===== src/design/gdc_pkg.sv =====
`timescale 1ns / 1ps
// ----------------------------------------------------------------------------
// gdc_pkg
// Shared types, constants and calendar functions for the date counter.
// ----------------------------------------------------------------------------
package gdc_pkg;

    // Operation codes carried by a command beat.
    typedef enum logic [1:0] {
        OP_LOAD    = 2'd0,
        OP_NEXT    = 2'd1,
        OP_PREV    = 2'd2,
        OP_COMPARE = 2'd3
    } t_op;

    // Comparison order, stored date versus argument date.
    typedef enum logic [1:0] {
        ORD_LESS    = 2'd0,
        ORD_EQUAL   = 2'd1,
        ORD_GREATER = 2'd2
    } t_order;

    // One calendar date.
    typedef struct packed {
        logic [4:0]  day;
        logic [3:0]  month;
        logic [11:0] year;
    } t_date;

    // One command as held in the input register.
    typedef struct packed {
        t_op   op;
        t_date arg;
    } t_cmd;

    localparam logic [11:0] YEAR_BEFORE_FIRST = 12'd1582;
    localparam logic [11:0] YEAR_AFTER_LAST   = 12'd2400;
    localparam logic [3:0]  MONTHS_PER_YEAR   = 4'd12;
    localparam logic [3:0]  MONTH_FEB         = 4'd2;
    localparam logic [3:0]  MONTH_APR         = 4'd4;
    localparam logic [3:0]  MONTH_JUN         = 4'd6;
    localparam logic [3:0]  MONTH_SEP         = 4'd9;
    localparam logic [3:0]  MONTH_NOV         = 4'd11;

    localparam t_date RESET_DATE = '{day: 5'd1, month: 4'd1, year: 12'd2000};

    // Reciprocal of 25 scaled by 2^15; exact quotient for any 12-bit year.
    localparam logic [11:0] RECIP_25 = 12'd1311;

    // Gregorian leap-year test. Divisibility by 100 and 400 is split into
    // divisibility by 4 or 16 and by 25; the remainder by 25 comes from a
    // reciprocal multiply and one subtract.
    function automatic logic is_leap(input logic [11:0] year);
        logic [23:0] prod;
        logic [7:0]  quot;
        logic [11:0] rem;
        logic        div25;
        prod  = year * RECIP_25;
        quot  = prod[22:15];
        rem   = year - {4'd0, quot} * 12'd25;
        div25 = (rem == 12'd0);
        return ((year[1:0] == 2'd0) && !div25) || ((year[3:0] == 4'd0) && div25);
    endfunction

    // Days in a month; months outside 1..12 count as 31 days.
    function automatic logic [4:0] month_length(input logic [3:0] month,
                                                input logic       leap);
        logic [4:0] len;
        case (month)
            MONTH_APR, MONTH_JUN, MONTH_SEP, MONTH_NOV: len = 5'd30;
            MONTH_FEB: len = leap ? 5'd29 : 5'd28;
            default:   len = 5'd31;
        endcase
        return len;
    endfunction

endpackage


===== src/design/gdc_if.sv =====
`timescale 1ns / 1ps
// ----------------------------------------------------------------------------
// gdc_cmd_if / gdc_res_if
// Valid/ready channels for command beats and result beats.
// ----------------------------------------------------------------------------
interface gdc_cmd_if;
    logic        valid;
    logic        ready;
    logic [1:0]  operation;
    logic [4:0]  arg_day;
    logic [3:0]  arg_month;
    logic [11:0] arg_year;

    modport source (output valid, output operation, output arg_day,
                    output arg_month, output arg_year, input ready);
    modport sink   (input valid, input operation, input arg_day,
                    input arg_month, input arg_year, output ready);
endinterface

interface gdc_res_if;
    logic        valid;
    logic        ready;
    logic [4:0]  out_day;
    logic [3:0]  out_month;
    logic [11:0] out_year;
    logic        date_valid;
    logic [1:0]  compare_order;

    modport source (output valid, output out_day, output out_month,
                    output out_year, output date_valid, output compare_order,
                    input ready);
    modport sink   (input valid, input out_day, input out_month,
                    input out_year, input date_valid, input compare_order,
                    output ready);
endinterface


===== src/design/gregorian_date_counter.sv =====
`timescale 1ns / 1ps
// ----------------------------------------------------------------------------
// gregorian_date_counter
// Calendar date register with load, next day, previous day and compare.
// ----------------------------------------------------------------------------
// Usage:
//   i_cmd carries one command per beat: operation, arg_day, arg_month and
//   arg_year. o_res returns exactly one result beat per command, in order:
//   the stored date after the operation, its validity and, for compare,
//   the order of the stored date against the argument.
//   A command is held in the input register from the edge that accepts
//   it, and moves on into the date/result register once that register
//   is free or drains.
//   Throughput is one command per cycle while o_res.ready stays high; the
//   date update is combinational, and its longest path is the leap-year
//   test feeding the month-length compare.
//   A synchronous active-low reset empties both registers and sets the
//   stored date to 1 January 2000.
//   When the receiver holds o_res.ready low, the result beat holds, the
//   input register still takes one more command, and i_cmd.ready then drops
//   until the result is taken.
// ----------------------------------------------------------------------------
module gregorian_date_counter (
    input  logic     i_clk,
    input  logic     i_rst_n,
    gdc_cmd_if.sink  i_cmd,
    gdc_res_if.source o_res
);

    logic            in_valid;
    gdc_pkg::t_cmd   in_cmd;
    logic            advance;
    gdc_pkg::t_date  n_date;
    gdc_pkg::t_order n_order;
    logic            cur_valid;

    logic            r_out_valid;
    gdc_pkg::t_date  r_date;
    gdc_pkg::t_order r_order;

    // A command moves on when the result register is free or drains.
    assign advance = in_valid && (!r_out_valid || o_res.ready);

    // Input register.
    gdc_in_stage u_in_stage (
        .i_clk   (i_clk),
        .i_rst_n (i_rst_n),
        .i_cmd   (i_cmd),
        .i_take  (advance),
        .o_valid (in_valid),
        .o_cmd   (in_cmd)
    );

    // Date update and comparison.
    gdc_step u_step (
        .i_cur       (r_date),
        .i_cmd       (in_cmd),
        .o_next      (n_date),
        .o_order     (n_order),
        .o_cur_valid (cur_valid)
    );

    // Stored date, which is also the result date, and result valid.
    always_ff @(posedge i_clk) begin
        if (!i_rst_n) begin
            r_out_valid <= 1'b0;
            r_date      <= gdc_pkg::RESET_DATE;
            r_order     <= gdc_pkg::ORD_LESS;
        end else if (advance) begin
            r_out_valid <= 1'b1;
            r_date      <= n_date;
            r_order     <= n_order;
        end else if (o_res.ready) begin
            r_out_valid <= 1'b0;
        end
    end

    // Result beat.
    assign o_res.valid         = r_out_valid;
    assign o_res.out_day       = r_date.day;
    assign o_res.out_month     = r_date.month;
    assign o_res.out_year      = r_date.year;
    assign o_res.date_valid    = cur_valid;
    assign o_res.compare_order = r_order;

endmodule


===== src/design/gdc_in_stage.sv =====
`timescale 1ns / 1ps
// ----------------------------------------------------------------------------
// gdc_in_stage
// Input register for command beats; refills in the cycle it drains.
// ----------------------------------------------------------------------------
module gdc_in_stage (
    input  logic          i_clk,
    input  logic          i_rst_n,
    gdc_cmd_if.sink       i_cmd,
    input  logic          i_take,
    output logic          o_valid,
    output gdc_pkg::t_cmd o_cmd
);

    logic          r_valid;
    gdc_pkg::t_cmd r_cmd;

    // Accept a new beat when empty or when the held one moves on.
    assign i_cmd.ready = !r_valid || i_take;

    // Valid flag.
    always_ff @(posedge i_clk) begin
        if (!i_rst_n) begin
            r_valid <= 1'b0;
        end else if (i_cmd.ready) begin
            r_valid <= i_cmd.valid;
        end
    end

    // Payload needs no reset.
    always_ff @(posedge i_clk) begin
        if (i_cmd.valid && i_cmd.ready) begin
            r_cmd.op        <= gdc_pkg::t_op'(i_cmd.operation);
            r_cmd.arg.day   <= i_cmd.arg_day;
            r_cmd.arg.month <= i_cmd.arg_month;
            r_cmd.arg.year  <= i_cmd.arg_year;
        end
    end

    assign o_valid = r_valid;
    assign o_cmd   = r_cmd;

endmodule


===== src/design/gdc_step.sv =====
`timescale 1ns / 1ps
// ----------------------------------------------------------------------------
// gdc_step
// Next-date, comparison and validity logic for one command.
// ----------------------------------------------------------------------------
module gdc_step (
    input  gdc_pkg::t_date  i_cur,
    input  gdc_pkg::t_cmd   i_cmd,
    output gdc_pkg::t_date  o_next,
    output gdc_pkg::t_order o_order,
    output logic            o_cur_valid
);

    logic       cur_leap;
    logic [4:0] cur_len;
    logic [5:0] day_inc;
    logic [4:0] month_inc;
    logic [3:0] month_dec;

    assign cur_leap  = gdc_pkg::is_leap(i_cur.year);
    assign cur_len   = gdc_pkg::month_length(i_cur.month, cur_leap);
    assign day_inc   = {1'b0, i_cur.day} + 6'd1;
    assign month_inc = {1'b0, i_cur.month} + 5'd1;
    assign month_dec = i_cur.month - 4'd1;

    // Next stored date.
    always_comb begin
        o_next = i_cur;
        unique case (i_cmd.op)
            gdc_pkg::OP_LOAD: begin
                o_next = i_cmd.arg;
            end
            gdc_pkg::OP_NEXT: begin
                if (day_inc > {1'b0, cur_len}) begin
                    o_next.day = 5'd1;
                    if (month_inc > {1'b0, gdc_pkg::MONTHS_PER_YEAR}) begin
                        o_next.month = 4'd1;
                        o_next.year  = i_cur.year + 12'd1;
                    end else begin
                        o_next.month = month_inc[3:0];
                    end
                end else begin
                    o_next.day = day_inc[4:0];
                end
            end
            gdc_pkg::OP_PREV: begin
                if (i_cur.day <= 5'd1) begin
                    // December always has 31 days, so no leap test of the
                    // new year is needed when the year steps back.
                    if (i_cur.month <= 4'd1) begin
                        o_next.month = gdc_pkg::MONTHS_PER_YEAR;
                        o_next.year  = i_cur.year - 12'd1;
                        o_next.day   = 5'd31;
                    end else begin
                        o_next.month = month_dec;
                        o_next.day   = gdc_pkg::month_length(month_dec, cur_leap);
                    end
                end else begin
                    o_next.day = i_cur.day - 5'd1;
                end
            end
            default: begin
                o_next = i_cur;
            end
        endcase
    end

    // Order: years first, then months, then days. Zero outside compare.
    always_comb begin
        o_order = gdc_pkg::ORD_LESS;
        if (i_cmd.op == gdc_pkg::OP_COMPARE) begin
            if (i_cur.year != i_cmd.arg.year) begin
                o_order = (i_cur.year > i_cmd.arg.year) ? gdc_pkg::ORD_GREATER
                                                        : gdc_pkg::ORD_LESS;
            end else if (i_cur.month != i_cmd.arg.month) begin
                o_order = (i_cur.month > i_cmd.arg.month) ? gdc_pkg::ORD_GREATER
                                                          : gdc_pkg::ORD_LESS;
            end else if (i_cur.day != i_cmd.arg.day) begin
                o_order = (i_cur.day > i_cmd.arg.day) ? gdc_pkg::ORD_GREATER
                                                      : gdc_pkg::ORD_LESS;
            end else begin
                o_order = gdc_pkg::ORD_EQUAL;
            end
        end
    end

    // Validity of the stored date.
    assign o_cur_valid = (i_cur.year > gdc_pkg::YEAR_BEFORE_FIRST) &&
                         (i_cur.year < gdc_pkg::YEAR_AFTER_LAST) &&
                         (i_cur.month >= 4'd1) &&
                         (i_cur.month <= gdc_pkg::MONTHS_PER_YEAR) &&
                         (i_cur.day >= 5'd1) &&
                         (i_cur.day <= cur_len);

endmodule


===== src/flat_wrapper.sv =====
// flat-port wrapper written by rule: the top's interface ports become plain ports
module gregorian_date_counter_flat 
  (i_clk, i_rst_n, i_cmd_valid, i_cmd_operation, i_cmd_arg_day, i_cmd_arg_month, i_cmd_arg_year, i_cmd_ready, o_res_valid, o_res_out_day, o_res_out_month, o_res_out_year, o_res_date_valid, o_res_compare_order, o_res_ready);
  gdc_cmd_if i_cmd_i ();
  gdc_res_if o_res_i ();
  input  logic i_clk;
  input  logic i_rst_n;
  input wire logic [$bits(i_cmd_i.valid)-1:0] i_cmd_valid;
  input wire logic [$bits(i_cmd_i.operation)-1:0] i_cmd_operation;
  input wire logic [$bits(i_cmd_i.arg_day)-1:0] i_cmd_arg_day;
  input wire logic [$bits(i_cmd_i.arg_month)-1:0] i_cmd_arg_month;
  input wire logic [$bits(i_cmd_i.arg_year)-1:0] i_cmd_arg_year;
  output wire logic [$bits(i_cmd_i.ready)-1:0] i_cmd_ready;
  output wire logic [$bits(o_res_i.valid)-1:0] o_res_valid;
  output wire logic [$bits(o_res_i.out_day)-1:0] o_res_out_day;
  output wire logic [$bits(o_res_i.out_month)-1:0] o_res_out_month;
  output wire logic [$bits(o_res_i.out_year)-1:0] o_res_out_year;
  output wire logic [$bits(o_res_i.date_valid)-1:0] o_res_date_valid;
  output wire logic [$bits(o_res_i.compare_order)-1:0] o_res_compare_order;
  input wire logic [$bits(o_res_i.ready)-1:0] o_res_ready;
  assign i_cmd_i.valid = i_cmd_valid;
  assign i_cmd_i.operation = i_cmd_operation;
  assign i_cmd_i.arg_day = i_cmd_arg_day;
  assign i_cmd_i.arg_month = i_cmd_arg_month;
  assign i_cmd_i.arg_year = i_cmd_arg_year;
  assign i_cmd_ready = i_cmd_i.ready;
  assign o_res_valid = o_res_i.valid;
  assign o_res_out_day = o_res_i.out_day;
  assign o_res_out_month = o_res_i.out_month;
  assign o_res_out_year = o_res_i.out_year;
  assign o_res_date_valid = o_res_i.date_valid;
  assign o_res_compare_order = o_res_i.compare_order;
  assign o_res_i.ready = o_res_ready;
  gregorian_date_counter u_core (.i_clk(i_clk), .i_rst_n(i_rst_n), .i_cmd(i_cmd_i), .o_res(o_res_i));
endmodule

===== config.mk =====
export PLATFORM = sky130hd
export DESIGN_NAME = gregorian_date_counter_flat
export DESIGN_NICKNAME = d
export VERILOG_FILES = /design/src/design/gdc_pkg.sv /design/src/design/gdc_if.sv /design/src/design/gregorian_date_counter.sv /design/src/design/gdc_in_stage.sv /design/src/design/gdc_step.sv /design/src/flat_wrapper.sv
export SDC_FILE = /design/constraint.sdc
export NUM_CORES = 1
export LEC_CHECK = 0
export ABC_AREA = 1
export BUFFER_PORTS_ARGS = -buffer_cell sky130_fd_sc_hd__buf_2
export CAP_MARGIN = 20
export CORE_AREA = 2 2 104 126
export DETAILED_ROUTE_END_ITERATION = 7
export DIE_AREA = 0 0 106 128
export GPL_ROUTABILITY_DRIVEN = 0
export PLACE_DENSITY_LB_ADDON = 0.25
export SLEW_MARGIN = 10
export SYNTH_ARGS = -nofsm -noshare
export SYNTH_HDL_FRONTEND = slang
export SYNTH_SLANG_ARGS = --single-unit

===== constraint.sdc =====
create_clock -name i_clk -period 9.98 [get_ports i_clk]
set_input_delay 0.998 -clock i_clk [delete_from_list [all_inputs] [get_ports i_clk]]
set_output_delay 0.998 -clock i_clk [all_outputs]
set_load 0.05 [all_outputs]

==> summary.md <==
## Status
- **result of the run** finished, final reports clean

## Floorplanning
- **die footprint** 0.01357 sq mm
- **CORE AREA** 0.01244 sq mm
- **starting density of the core** 61.38%
- **I/O pin count** 53
- **horizontal die dimension** 106 microns
- **height of the die** 128 microns
- **number of core rows** 45

## Yosys
- **top cell type's share of synthesized area** 28.18%
- **number of storage elements in the synthesis netlist** 48
- **Async SR Flop Fraction** 0%
- **synthesized area** 0.007637 sq mm
- **biggest area consumer among synthesized cells** ha_1
- **share of synthesized area occupied by flip-flops and latches** 15.60%
- **Synth Net Count** 1182
- **Avg Cell Area, Syn** 8.230 sq um
- **most area-consuming cells after synthesis** ha_1 (28%), fa_1 (14%), inv_1 (11%)
- **top_reg_cell synth** dfxtp_1
- **post-synthesis cell count** 928
- **number of distinct standard cells referenced by the synthesized netlist** 54
- **EDFF count, synth** 23
- **synth warn** 0

## Placed design
- **quantity of I/O buffers inserted on ports** 52
- **post-detailed-placement half-perimeter wirelength** 13530 microns
- **pre-CTS setup slack** 102.3 ps

## Cells and area
- **Antenna diodes** 0
- **storage element area** 0.001219 sq mm
- **most frequent standard cell in the layout excluding fill and tap cells** inv_1
- **area occupied by multi-input gates** 0.005781 sq mm
- **number of fill cells** 998
- **most used cells in the layout excluding fill and tap cells** inv_1 (211), ha_1 (165), nand2_1 (108)
- **share of final-layout standard cells stronger than drive strength 1** 18.28%
- **area growth from synthesis to layout** 14.83%
- **net count reported at finish** 1265

## Critical path
- **launching element of the worst setup path** u_core.o_res.out_year[9]
- **minimum setup slack among reg-to-reg paths** 600 ps
- **most frequent CP cell** inv_1
- **Worst Path Max Fanout** 5
- **Worst Path Required** 8980 ps
- **startpoint type of the worst setup path** register
- **category of the worst setup path capture point** output pin
- **reg-to-reg critical path startpoint** u_core.o_res.out_year[9]
- **start-to-end type of the worst setup path** reg -> out
- **largest stage delay on the critical path** 540 ps
- **CP Data Arrival Time** 8710 ps
- **Max stage delay cell, worst path** fa_1

## Run
- **Max Cap Violations** 0

## STA
- **total count of hold-check failures in the final report** 0
- **final period utilization** 97.24%
- **max-slew violation count** 0
- **endpoints failing setup** 0
- **worst setup slack after layout** 275.4 ps
- **headroom to the max-slew limit** 48.99%
- **slew of the pin with the lowest slew margin** 764.4 ps
- **final critical delay including setup and external delays** 9705 ps
- **Max Fclk** 0.1030 GHz
- **clock skew** 6.002 ps

## Global route
- **antenna violations before repair** 0
- **largest net degree at the start of global routing** 24
- **wire length of the first global-routing pass** 27900 microns
- **grt ovf** 0
- **number of global-route vias before repair** 6205
- **total routing usage reported by global routing** 25.42%

## Worst hold path
- **worst min-delay path class** reg -> reg
- **start point of the worst hold path** u_core.o_res.compare_order[0]

## Detailed routing
- **via total after detailed routing** 6296
- **total iterations of the first detailed-routing run** 4
- **detail-routed net length per standard cell** 14.30 microns
- **Final Routed Wirelength** 16820 microns
- **number of routed nets with antenna violations** 0
- **number of design rule violations left after detail routing** 0
- **Iteration-0 DRC Markers** 273
- **ratio of routed vias to standard cells** 5.354

## Clocking
- **Sinks on Clock Net** 48
- **Worst-Skew Late Latency** 290 ps
- **root buf cell** clkbuf_16
- **buffers from clock root to sink, at most** 2
- **number of clock buffers inserted by TritonCTS** 5
- **Clock transition at path regs** 70 ps
- **H-tree levels** 2
- **CTS tree** yes

metrics by stage:
stage          util, %  hold WS, ps  instance area (sq um)  TNS, ps  cells
2_1_floorplan        -        486.0                   7650        0    928
3_3_place_gp     65.69        458.4                   8174        0   1149
3_5_place_dp     65.69        457.7                   8174        0   1149
4_1_cts          67.48        467.7                   8397        0   1161
5_1_grt          70.48        492.4                   8770   -239.2   1176
6_report         70.48        466.8                   8770        0   1176
critical path: cells and delay by family (launching register included):
| kind | cells | cell delay [ps] |
|---|---|---|
| fa+ha+maj | 11 | 4160 |
| compound gates | 9 | 1520 |
| simple gates | 15 | 1360 |
| buf+inv | 9 | 760 |
| flops | 1 | 370 |
| xor+xnor | 1 | 200 |
final cells by class:
type	instances	share of cell area (%)
clock buffers	5	1.427
inverters	223	9.673
flip-flops and latches	48	13.90
well taps	164	2.340
multi-input cells	647	65.92
repair buffers	86	6.221
clock inverters	3	0.5279
metal layers:
layer	global-route usage [%]	vias up	part of all wire, %
met3	2.135	30	2.5
li1	-	3185	-
met2	48.35	114	53
met4	8.359	0	2.9
met5	0	-	0
met1	30.03	2967	42
path summary, 6_finish.rpt:
path,endpoint,cells past startpoint
setup reg to reg,u_core.o_res.out_year[1],54
setup / recovery,o_res_date_valid,45
hold / removal,u_core.o_res.compare_order[0],2
hold reg to reg,u_core.o_res.compare_order[0],2
what timing repair did:
| item | in CTS | in global routing |
|---|---|---|
| hold endpoints to repair | 0 | 0 |
| resized for setup | 10 | 58 |
| pin swaps | 0 | 32 |
| endpoints found under the setup margin | 1 | 21 |
| hold buffers | 0 | 0 |
| buffers inserted | 4 | 15 |
state kept, by name, summed over array words and instances, names as in the netlist:
| signal | count |
|---|---|
| u_core.o_res.out_day | 5 |
| u_core.o_res.out_month | 4 |
| u_core.o_res.compare_order | 2 |
| u_core.u_in_stage.o_valid | 1 |
| u_core.o_res.out_year | 12 |
| u_core.o_res.valid | 1 |
| u_core.u_in_stage.o_cmd | 23 |
Yosys cell counts, drive strengths merged, types with 5 or more instances:
cell type,count
a211oi,6
a21oi,65
a221oi,5
a31oi,9
buf,5
clkbuf,5
dfxtp,25
edfxtp,23
fa,55
ha,172
inv,223
nand2,123
nand3,32
nor2,55
nor3,12
o211ai,6
o21ai,43
o22ai,5
xnor2,5
xor2,21
logic make-up (layout without fill, tap and decap cells):
kind of cell / after synthesis / after routing / share of synthesized area (%)
AO/OA/AOI/OAI: 158 / 158 / 12.73
adder cells (fa/ha/maj): 227 / 227 / 42.60
buffers and inverters: 233 / 317 / 11.66
AND/OR/NAND/NOR: 236 / 236 / 14.19
flip-flops: 48 / 48 / 15.60
XOR/XNOR: 26 / 26 / 3.227
Power is left out: the tool's default activity adds up to more than one toggle a clock period on the data nets, which glitch-free logic cannot reach.
